## config.mk

```make
export PLATFORM = sky130hd
export DESIGN_NAME = dapbm_fifo
export DESIGN_NICKNAME = d
export VERILOG_FILES = /design/src/dapbm_pkg.sv /design/src/dapbm_fifo.sv
export SDC_FILE = /design/constraint.sdc
export NUM_CORES = 1
export LEC_CHECK = 0
export ABC_AREA = 1
export BUFFER_PORTS_ARGS = -buffer_cell sky130_fd_sc_hd__buf_2
export CAP_MARGIN = 5
export CORE_AREA = 4 4 41 43
export CTS_CLUSTER_DIAMETER = 150
export DETAILED_ROUTE_END_ITERATION = 16
export DIE_AREA = 0 0 45 47
export HOLD_SLACK_MARGIN = 0.15
export PLACE_DENSITY_LB_ADDON = 0.15
export SETUP_SLACK_MARGIN = 0.3
export SYNTH_ARGS = -nofsm -noshare
export SYNTH_HDL_FRONTEND = slang
export SYNTH_SLANG_ARGS = --single-unit
export TNS_END_PERCENT = 20
```

## constraint.sdc

```tcl
create_clock -name clk_i -period 2.9 [get_ports clk_i]
set_input_delay 0 -clock clk_i [delete_from_list [all_inputs] [get_ports clk_i]]
set_output_delay 0 -clock clk_i [all_outputs]
set_load 0.01 [all_outputs]
```

## src/dapbm_pkg.sv

```systemverilog
// ----------------------------------------------------------------------------
// dapbm_pkg
// Shared types and constants of the demand allocated paged byte memory.
// ----------------------------------------------------------------------------
`default_nettype none

package dapbm_pkg;

  localparam int unsigned NUM_FRAMES_DEF   = 16;
  localparam int unsigned PAGE_BITS_DEF    = 12;
  localparam int unsigned ADDRESS_BITS_DEF = 32;

  localparam int unsigned ADDR_W      = 32;
  localparam int unsigned DATA_W      = 8;
  localparam int unsigned MAX_FRAME_W = 10;
  localparam int unsigned MAX_PAGE_W  = 16;

  // Both queues must have a power of two depth.
  localparam int unsigned QUEUE_DEPTH = 2;
  localparam int unsigned QCNT_W      = $clog2(QUEUE_DEPTH + 1);

  typedef enum logic {
    OP_READ  = 1'b0,
    OP_WRITE = 1'b1
  } op_e;

  typedef enum logic [1:0] {
    STATUS_OK         = 2'd0,
    STATUS_READ_MISS  = 2'd1,
    STATUS_WRITE_DROP = 2'd2
  } status_e;

  typedef struct packed {
    op_e               opcode;
    logic [ADDR_W-1:0] address;
    logic [DATA_W-1:0] write_data;
  } in_word_t;

  typedef struct packed {
    logic [DATA_W-1:0] read_data;
    status_e           status;
    logic              page_allocated;
  } out_word_t;

  typedef struct packed {
    logic                   access;
    op_e                    op;
    logic [MAX_FRAME_W-1:0] frame;
    logic [MAX_PAGE_W-1:0]  offset;
    logic [DATA_W-1:0]      data;
    status_e                status;
    logic                   alloc;
  } cmd_t;

endpackage

`default_nettype wire

```

## src/dapbm_fifo.sv

```systemverilog
// ----------------------------------------------------------------------------
// dapbm_fifo
// Small first-in first-out queue of words with full, empty and fill count.
// ----------------------------------------------------------------------------
`default_nettype none

module dapbm_fifo
  import dapbm_pkg::*;
#(
  parameter type         word_t = logic,
  parameter int unsigned DEPTH  = QUEUE_DEPTH
) (
  input  wire logic              clk_i,
  input  wire logic              rst_ni,
  input  wire logic              push_i,
  input  wire word_t             wdata_i,
  output logic                   full_o,
  input  wire logic              pop_i,
  output word_t                  rdata_o,
  output logic                   empty_o,
  output logic [QCNT_W-1:0]      count_o
);

  localparam int unsigned PTR_W = (DEPTH > 1) ? $clog2(DEPTH) : 1;
  localparam int unsigned CNT_W = $clog2(DEPTH + 1);

  word_t             slot_q [DEPTH];
  logic [PTR_W-1:0]  wptr_q, wptr_d;
  logic [PTR_W-1:0]  rptr_q, rptr_d;
  logic [CNT_W-1:0]  cnt_q, cnt_d;
  logic              do_push, do_pop;

  assign full_o  = (cnt_q == CNT_W'(DEPTH));
  assign empty_o = (cnt_q == '0);
  assign do_push = push_i && !full_o;
  assign do_pop  = pop_i && !empty_o;
  assign rdata_o = slot_q[rptr_q];
  assign count_o = QCNT_W'(cnt_q);

  always_comb begin
    wptr_d = do_push ? wptr_q + PTR_W'(1) : wptr_q;
    rptr_d = do_pop ? rptr_q + PTR_W'(1) : rptr_q;
    cnt_d  = cnt_q;
    if (do_push && !do_pop) begin
      cnt_d = cnt_q + CNT_W'(1);
    end else if (do_pop && !do_push) begin
      cnt_d = cnt_q - CNT_W'(1);
    end
  end

  always_ff @(posedge clk_i or negedge rst_ni) begin
    if (!rst_ni) begin
      wptr_q <= '0;
      rptr_q <= '0;
      cnt_q  <= '0;
    end else begin
      wptr_q <= wptr_d;
      rptr_q <= rptr_d;
      cnt_q  <= cnt_d;
    end
  end

  always_ff @(posedge clk_i) begin
    if (do_push) begin
      slot_q[wptr_q] <= wdata_i;
    end
  end

endmodule

`default_nettype wire

```

==> flow_summary_export.csv <==
group,metric,value,unit
clocking,clock_sinks,6,
placement,portBuffers,9,
global_route,grt_antenna_before_repair,0,
timing,post-route-period-util,50.0,%
clocking,clk-insertion-delay-late,0.25,ns
timing,relSlewSlack,80.1,%
power_and_ir_drop,comb_power_share,43.6,%
worst_hold_path,hold_start,"wdata_i",
detailed_routing,drc,0,
detailed_routing,vias_per_cell,4.00,
detailed_routing,ant_nets,0,
detailed_routing,wl_met3,61,um
critical_path,r2r-end,"count_o[1]$_DFFE_PN0P_",
power_and_ir_drop,seq_power_share,36.8,%
critical_path,crit_path_max_fanout,8,
clocking,cts.path.max_buffers,2,
critical_path,reg2reg_from,"count_o[0]$_DFFE_PN0P_",
layout,final_core_util,34.2,%
synthesis,yosys.area.top_type,"dfrtp_1",
critical_path,worstPathArrival,1.58,ns
power_and_ir_drop,ir_drop,302,uV
critical_path,crit_type,"register to register",
placement,place_congestion,0.648,
timing,worst_pin_slew,0.296,ns
timing,max_freq,689,MHz
critical_path,cp_num_cells,6,
power_and_ir_drop,p_clk_share,19.6,%
power_and_ir_drop,switching_share,39.9,%
global_route,grt-ovfl-total,0,
critical_path,crit_path_top_delay_cell,"dfrtp_1",
power_and_ir_drop,powerDensity,973,mW/mm2
synthesis,yosys_warnings,0,
critical_path,cp-end-kind,"register",
synthesis,synth_xor_area_share,2.87,%
floorplan,core-area,0.00130,mm2
global_route,grt_pass1_vias,258,
timing,rsz0062_at_grt,"false",
detailed_routing,firstDrtPassIters,4,
synthesis,synth.avg_cell_area,8.25,um2
synthesis,synth_top_family_by_area,"simple AND/OR/NAND/NOR gates",
global_route,grt_pass1_wl,986,um
synthesis,synth-seq-cells,6,
floorplan,rows,13,
timing,fin_tns_setup,0,ns
worst_hold_path,holdPathEnd,"slot_q[1]$_DFFE_PP_",
worst_hold_path,holdCritPathClass,"input port to register",
clocking,clockRootBuffer,"clkbuf_4",
synthesis,ys_types,12,
synthesis,syn_inst,37,
detailed_routing,drtIter0Drc,4,
layout,drive_gt1_share,25.5,%
timing,final_max_slew_viol_count,0,
run_status,status,"complete, no violations",
power_and_ir_drop,p_switching,0.173,mW
placement,placed_area,369,um2
layout,finalInstanceArea,445,um2
synthesis,synth_fa_ha_area_share,4.10,%
global_route,grt_max_degree,9,
job,maxCapViolCount,0,
synthesis,syn-num-nets,43,
detailed_routing,vias,280,
detailed_routing,finalWirelength,595,um
layout,syn_to_final_growth,45.9,%
critical_path,path_delay_family,"flip-flops",
clocking,cts_inserted_buffers,3,
critical_path,start_kind,"register",
floorplan,die_w,45,um
timing,clock-skew-final,0.00689,ns
layout,num_antenna_cells,0,
synthesis,synth.cell_area,305,um2
timing,hold_viol,0,
detailed_routing,wirelength_met1,299,um
critical_path,cp.required,3.03,ns
global_route,gr-usage-all-layers,7.48,%
clocking,cts_tree,"yes",
critical_path,slowest_delay,0.46,ns
critical_path,ff2ff_setup_slack,1.45,ns
layout,fin_nets,62,
power_and_ir_drop,p_int,0.261,mW
power_and_ir_drop,leakagePower,0.241,nW
floorplan,io_pins,10,
critical_path,crit_chain,"o21ai_0 -> ha_1 -> inv_1 -> nand3_1 -> nand2_1 -> nand2_1",
clocking,cts.clk_slew.worst_paths,0.05,ns
worst_hold_path,whs_path_depth,2,
detailed_routing,topRoutingLayerUsed,"met4",
floorplan,die_h,47,um
detailed_routing,avgRoutedWirePerCell,8.50,um
synthesis,synth_top_cell_area_share,32.8,%
synthesis,synth-seq-area-share,52.5,%
critical_path,crit_path_frequent_cell,"nand2_1",
synthesis,synth.area.top_cells,"dfrtp_1 33%, edfxtp_1 20%, nand2_1 15%",
layout,final_cell_mix,"12 x nand2_1, 9 x buf_2, 8 x inv_1, 5 x dlygate4sd3_1, 4 x dfrtp_1",
timing,setup_viol,0,
critical_path,cp_num_buf_inv,1,
floorplan,initial_core_util,23.5,%
placement,place_hpwl,445,um
clocking,post-cts-setup-buffer-count,0,
timing,fin_crit,1.45,ns
clocking,htree_levels,1,
synthesis,synthMuxAreaShare,0,%
synthesis,yosys.area_share.simple,27.5,%
critical_path,reg2regPathDepth,6,
floorplan,die_area,0.00212,mm2
layout,final_common_cell,"nand2_1",
detailed_routing,met2_wirelength,201,um
synthesis,synth_compound_gate_area_share,3.28,%
[power groups by stage]
stage	registers (mW)	clock network [mW]	logic [mW]
after floorplan	0.161	0	0.124
after global placement	0.161	0	0.188
after detailed placement	0.161	0	0.185
after CTS	0.160	0.0892	0.192
after global routing	0.166	0.0959	0.215
final	0.160	0.0848	0.189
[metrics by stage]
| step | cells | hold slack, ns | setup WS, ns | power [mW] |
|---|---|---|---|---|
| finish | 70 | 0.472 | 1.45 | 0.434 |
| global route | 70 | 0.472 | 1.34 | 0.477 |
| CTS | 70 | 0.470 | 1.45 | 0.441 |
| detailed placement | 61 | -0.191 | 1.46 | 0.347 |
| global placement | 61 | -0.184 | 1.44 | 0.349 |
| floorplan | 37 | -0.296 | 1.51 | 0.285 |
[sequential cells by signal (all words and copies together), names as in the netlist]
name / flops
rptr_q: 1
wptr_q: 1
count_o: 2
slot_q: 2
[worst max path at each step]
stage                                   to  slack, ns                   start
global placement    count_o[1]$_DFFE_PN0P_       1.44  count_o[0]$_DFFE_PN0P_
floorplan           count_o[1]$_DFFE_PN0P_       1.51  count_o[0]$_DFFE_PN0P_
detailed placement  count_o[1]$_DFFE_PN0P_       1.46  count_o[0]$_DFFE_PN0P_
global route        count_o[1]$_DFFE_PN0P_       1.34  count_o[0]$_DFFE_PN0P_
finish              count_o[1]$_DFFE_PN0P_       1.45  count_o[0]$_DFFE_PN0P_
CTS                 count_o[1]$_DFFE_PN0P_       1.45  count_o[0]$_DFFE_PN0P_
[area by class of cell]
class	count	area (um2)
clock buffer	4	26.3
fill	143	856
inverter	8	30.0
multi-input combinational	23	115
sequential	6	160
tap	15	18.8
timing repair buffer	14	95.1
[worst register-to-register path: stages (launching register included)]
cell	delay (ns)
dfrtp_1	0.46
o21ai_0	0.30
ha_1	0.32
inv_1	0.08
nand3_1	0.08
nand2_1	0.06
nand2_1	0.04
[what timing repair did]
| action | in CTS | in global routing |
|---|---|---|
| gates resized for setup | 0 | 0 |
| hold buffers | 5 | 0 |
| hold endpoints to repair | 8 | 0 |
[Yosys cell counts]
cell type   n
nor2_1      2
nand4_1     1
nor2_2      2
edfxtp_1    2
dfrtp_1     4
ha_1        1
inv_1       8
nand2_1    12
nand3_1     1
xnor2_1     1
nand3b_1    1
o21ai_0     2
[cells by family (layout without fill, tap and decap cells)]
kind of cell,Yosys count,count (layout)
XOR/XNOR,1,1
buffers and inverters,8,26
adder cells (fa/ha/maj),1,1
flip-flops,6,6
AO/OA/AOI/OAI,2,2
AND/OR/NAND/NOR,19,19
[routing by layer]
layer  vias to the layer above  global-route usage (%)
met3                         5                    3.45
met4                         0                    10.5
met5                         -                       0
met2                        11                    8.19
li1                        148                       -
met1                       116                    8.84
Power figures use the tool's default switching activity.
