[config.mk]
export PLATFORM = sky130hd
export DESIGN_NAME = dapbm_front
export DESIGN_NICKNAME = d
export VERILOG_FILES = /design/src/dapbm_pkg.sv /design/src/dapbm_front.sv
export SDC_FILE = /design/constraint.sdc
export NUM_CORES = 1
export LEC_CHECK = 0
export BUFFER_PORTS_ARGS = -buffer_cell sky130_fd_sc_hd__buf_2
export CORE_MARGIN = 4
export CORE_UTILIZATION = 30
export CTS_CLUSTER_SIZE = 12
export DETAILED_ROUTE_END_ITERATION = 16
export PLACE_DENSITY = 0.48
export SETUP_SLACK_MARGIN = 0.1
export SYNTH_ARGS = -nofsm -noshare
export SYNTH_HDL_FRONTEND = slang
export SYNTH_SLANG_ARGS = --single-unit
export TNS_END_PERCENT = 50
[constraint.sdc]
create_clock -name clk_i -period 7.3 [get_ports clk_i]
set_input_delay 0.73 -clock clk_i [delete_from_list [all_inputs] [get_ports clk_i]]
set_output_delay 0.73 -clock clk_i [all_outputs]
set_load 0.03 [all_outputs]
[src/dapbm_pkg.sv]
// ----------------------------------------------------------------------------
// dapbm_pkg
// Shared types and constants of the demand allocated paged byte memory.
// ----------------------------------------------------------------------------
`default_nettype none

package dapbm_pkg;

  localparam int unsigned NUM_FRAMES_DEF   = 16;
  localparam int unsigned PAGE_BITS_DEF    = 12;
  localparam int unsigned ADDRESS_BITS_DEF = 32;

  localparam int unsigned ADDR_W      = 32;
  localparam int unsigned DATA_W      = 8;
  localparam int unsigned MAX_FRAME_W = 10;
  localparam int unsigned MAX_PAGE_W  = 16;

  // Both queues must have a power of two depth.
  localparam int unsigned QUEUE_DEPTH = 2;
  localparam int unsigned QCNT_W      = $clog2(QUEUE_DEPTH + 1);

  typedef enum logic {
    OP_READ  = 1'b0,
    OP_WRITE = 1'b1
  } op_e;

  typedef enum logic [1:0] {
    STATUS_OK         = 2'd0,
    STATUS_READ_MISS  = 2'd1,
    STATUS_WRITE_DROP = 2'd2
  } status_e;

  typedef struct packed {
    op_e               opcode;
    logic [ADDR_W-1:0] address;
    logic [DATA_W-1:0] write_data;
  } in_word_t;

  typedef struct packed {
    logic [DATA_W-1:0] read_data;
    status_e           status;
    logic              page_allocated;
  } out_word_t;

  typedef struct packed {
    logic                   access;
    op_e                    op;
    logic [MAX_FRAME_W-1:0] frame;
    logic [MAX_PAGE_W-1:0]  offset;
    logic [DATA_W-1:0]      data;
    status_e                status;
    logic                   alloc;
  } cmd_t;

endpackage

`default_nettype wire

[src/dapbm_front.sv]
// ----------------------------------------------------------------------------
// dapbm_front
// Page tag table: looks up each accepted word, claims frames on write misses
// and issues a classified command to the back end.
// ----------------------------------------------------------------------------
`default_nettype none

module dapbm_front
  import dapbm_pkg::*;
#(
  parameter int unsigned NUM_FRAMES   = NUM_FRAMES_DEF,
  parameter int unsigned PAGE_BITS    = PAGE_BITS_DEF,
  parameter int unsigned ADDRESS_BITS = ADDRESS_BITS_DEF
) (
  input  wire logic     clk_i,
  input  wire logic     rst_ni,
  input  wire logic     accept_i,
  input  wire in_word_t in_word_i,
  output cmd_t          cmd_o
);

  localparam int unsigned TAG_W   = ADDRESS_BITS - PAGE_BITS;
  localparam int unsigned FRAME_W = (NUM_FRAMES > 1) ? $clog2(NUM_FRAMES) : 1;
  localparam int unsigned CNT_W   = $clog2(NUM_FRAMES + 1);

  logic [TAG_W-1:0]      tags_q [NUM_FRAMES];
  logic [NUM_FRAMES-1:0] valid_q, valid_d;
  logic [CNT_W-1:0]      used_q, used_d;

  logic [TAG_W-1:0]      page;
  logic [PAGE_BITS-1:0]  offset;
  logic [NUM_FRAMES-1:0] hit_vec;
  logic [FRAME_W-1:0]    hit_idx;
  logic [FRAME_W-1:0]    frame;
  logic                  hit, room, is_write, alloc;

  assign page     = in_word_i.address[ADDRESS_BITS-1:PAGE_BITS];
  assign offset   = in_word_i.address[PAGE_BITS-1:0];
  assign is_write = (in_word_i.opcode == OP_WRITE);

  always_comb begin
    hit_idx = '0;
    for (int f = 0; f < NUM_FRAMES; f++) begin
      hit_vec[f] = valid_q[f] && (tags_q[f] == page);
      if (hit_vec[f]) begin
        hit_idx = hit_idx | FRAME_W'(f);
      end
    end
  end

  assign hit   = |hit_vec;
  assign room  = (used_q < CNT_W'(NUM_FRAMES));
  assign alloc = is_write && !hit && room;
  assign frame = hit ? hit_idx : used_q[FRAME_W-1:0];

  always_comb begin
    cmd_o.access = hit || alloc;
    cmd_o.op     = in_word_i.opcode;
    cmd_o.frame  = MAX_FRAME_W'(frame);
    cmd_o.offset = MAX_PAGE_W'(offset);
    cmd_o.data   = in_word_i.write_data;
    cmd_o.alloc  = alloc;
    if (hit || alloc) begin
      cmd_o.status = STATUS_OK;
    end else if (is_write) begin
      cmd_o.status = STATUS_WRITE_DROP;
    end else begin
      cmd_o.status = STATUS_READ_MISS;
    end
  end

  always_comb begin
    valid_d = valid_q;
    used_d  = used_q;
    if (accept_i && alloc) begin
      valid_d[used_q[FRAME_W-1:0]] = 1'b1;
      used_d = used_q + CNT_W'(1);
    end
  end

  always_ff @(posedge clk_i or negedge rst_ni) begin
    if (!rst_ni) begin
      valid_q <= '0;
      used_q  <= '0;
    end else begin
      valid_q <= valid_d;
      used_q  <= used_d;
    end
  end

  always_ff @(posedge clk_i) begin
    if (accept_i && alloc) begin
      tags_q[used_q[FRAME_W-1:0]] <= page;
    end
  end

endmodule

`default_nettype wire

==> impl_metrics.tcl <==
set metrics [dict create \
    final_cell_area_sq_um 16610 \
    drt_first_pass_iters 4 \
    nets 1003 \
    synth_area_leaders "edfxtp_1 (64%), xnor2_1 (15%), xor2_1 (3.7%)" \
    worstRegToRegCells 8 \
    vias 7378 \
    fin_skew_ps 10.65 \
    drc 0 \
    netlist_instances 938 \
    worstSetupStartpointType "primary input" \
    coreArea_sq_um 49150 \
    path_class "primary input to output port" \
    powerDensity_nw_per_um2 286.8 \
    antenna_found_initial 2 \
    gp_congestion 0.7512 \
    drive_above_1_share_pct 11.57 \
    worstSetupEndpointType "output port" \
    rows 81 \
    root_buffer "clkbuf_16" \
    crit_start "in_word_i[31]" \
    io_pins 83 \
    die_y_microns 231.3 \
    maxCapViolCount 0 \
    postRouteAntennaNets 0 \
    synth_top_area_share_pct 64.22 \
    ys_types 33 \
    ctsHtreeMaxLevel 2 \
    die-area_sq_um 53510 \
    finalSetupTns_ps 0 \
    cts_tree "done" \
    dr.first_iter.drc_count 423 \
    drv_slew 0 \
    portBuffers 32 \
    wire_per_inst_microns 20.42 \
    clockBufferDepth 3 \
    worst_ep_arrival_time_ps 3780 \
    clk_latency_ps 520 \
    grt_pass1_wl_microns 50780 \
    hold_violations 0 \
    placed_area_sq_um 15370 \
    synthFlopType "edfxtp_1" \
    syn_to_final_growth_pct 10.98 \
    num-fill-cells 4793 \
    status "completed" \
    clock_sinks 341 \
    hold_class "primary input to asynchronous set/reset pin" \
    avgSynthCellArea_sq_um 15.95 \
    numCtsBuffers 39 \
    reg2reg_from "tags_q[0][0]" \
    routed_via_density 4.472 \
    finalCritPeriodShare_pct 61.77 \
    p_leak_nw 5.202 \
    clkSlewWorstSetupHoldPaths_ps 50 \
    synth_edf_count 320 \
    critPathMaxFanout 17 \
    ys_ff_latch 341 \
    cts.repair.resized 0 \
    synthesis.area_sq_um 14960 \
    max_freq_mhz 221.8 \
    die_x_microns 231.3 \
    synthArstFlopShare_pct 6.158 \
    multi_input_area_sq_um 4145 \
    rsz0062_at_grt "no" \
    grt_overflow 0 \
    start_util_pct 30.44 \
    wl_microns 33690 \
    crit_end "cmd_o[29]" \
    worst_slew_pin_slew_ps 1076 \
    max_slew_margin_pct 28.23 \
    crit_required_ps 6570 \
    grt_usage_pct 12.62 \
    finalSetupViolCount 0 \
    hpwl_microns 19370 \
    hold_buffers 0 \
    ir_drop_mv 0.1453 \
    yosys_warnings 0 \
    seq_area_sq_um 10130 \
    reg2reg_slack_ps 3850 \
    ys_seq_area_share_pct 67.73 \
    grt_pass1_vias 7614 \
    grt_max_degree 33 \
    synth_top_area_cell "edfxtp_1" \
    postCtsSetupRepairBufs 0 \
    period_needed_ps 4509 \
    r2r_end "tags_q[15][1]" \
]
worst max-delay path, stage by stage:
cell and delay, ps:
buf_2 430, buf_4 380, xnor2_1 170, nand4_1 120
nor4_1 470, nand4_1 420, nand3_1 320, nor3_4 100
a211o_1 380, buf_2 210
registers in the layout (all words and copies together) (netlist names):
signal   count
tags_q     320
valid_q     16
used_q       5
report_power, final:
part	switching, W	leakage, nW	internal, W
clock	0.000755	0.612	0.00111
sequential	0.0000686	3.13	0.00228
combinational	0.000355	1.46	0.000187
total	0.00118	5.20	0.00358
per-stage QoR:
| stage | setup slack (ps) | utilization, % | hold WS [ps] | std cells | total power [W] |
|---|---|---|---|---|---|
| after floorplan | 3256 | - | 430.3 | 947 | 0.002783 |
| after global placement | 2536 | 31.27 | 444.9 | 1578 | 0.002946 |
| after detailed placement | 2551 | 31.27 | 450.3 | 1578 | 0.002946 |
| after CTS | 2745 | 33.78 | 192.4 | 1649 | 0.004833 |
| after global routing | 2561 | 33.78 | 209.3 | 1649 | 0.004970 |
| final | 2791 | 33.78 | 191.7 | 1650 | 0.004762 |
synthesized netlist by cell type, types with 2 or more instances:
library cell,instances
a31o_1,15
buf_12,5
a22oi_2,4
a211o_1,2
dfrtp_1,21
edfxtp_1,320
a22oi_1,2
a31o_2,2
nand3_1,24
nor4_1,34
nor3_1,2
and2_1,2
xnor2_1,259
nand2_1,9
nand4_1,54
nor2_1,2
nor2b_1,5
buf_4,49
inv_1,2
buf_6,20
and3_1,27
ha_1,4
xor2_1,64
area by class of cell:
| class | count | area share, % |
|---|---|---|
| Sequential cell | 341 | 61.03 |
| Multi-Input combinational cell | 527 | 24.96 |
| Clock buffer | 56 | 6.819 |
| Tap cell | 664 | 5.003 |
| Timing Repair Buffer | 44 | 1.507 |
| Clock inverter | 15 | 0.6178 |
| Inverter | 2 | 0.04521 |
| Antenna cell | 1 | 0.01507 |
cell families after synthesis:
family	after synthesis	synth area share (%)
AND/OR/NAND/NOR	164	6.581
other	1	0.02506
buffers and inverters	79	4.842
AO/OA/AOI/OAI	26	1.580
adder cells (fa/ha/maj)	4	0.3345
flip-flops	341	67.73
XOR/XNOR	323	18.91
routing by layer:
| metal | share of wire, % | GRT usage [%] | vias up |
|---|---|---|---|
| li1 | - | - | 3417 |
| met1 | 49 | 18.59 | 3779 |
| met2 | 45 | 19.66 | 131 |
| met3 | 3.7 | 1.819 | 51 |
| met4 | 1.8 | 3.195 | 0 |
| met5 | 0 | 0 | - |
layout by cell type (no fill, tap or decap), types with 2 or more instances in the layout:
master and instances:
edfxtp_1 320, xnor2_1 259, xor2_1 64, nand4_1 54, clkbuf_16 41, nor4_1 34, buf_2 32, and3_1 27
nand3_1 24, dfrtp_1 21, a31o_1 15, buf_4 12, conb_1 10, clkbuf_1 10, nand2_1 9, clkinv_2 9
clkbuf_8 5, a22oi_2 4, nor2b_1 4, ha_1 4, clkinv_1 3, a22oi_1 2, a211o_1 2, inv_1 2
and2_1 2, nor2_1 2, a31o_2 2
worst min-delay path by stage:
| stage | depth (start not counted) | end | slack [ps] | from |
|---|---|---|---|---|
| 5_1_grt | 1 | valid_q[15] | 210 | rst_ni |
| 2_1_floorplan | 0 | used_q[0] | 430 | rst_ni |
| 4_1_cts | 1 | valid_q[6] | 190 | rst_ni |
| 6_report | 1 | valid_q[15] | 190 | rst_ni |
| 3_5_place_dp | 1 | valid_q[10] | 450 | valid_q[10] |
| 3_3_place_gp | 1 | valid_q[10] | 440 | valid_q[10] |
Note: power is estimated with default switching activity, not from simulation.
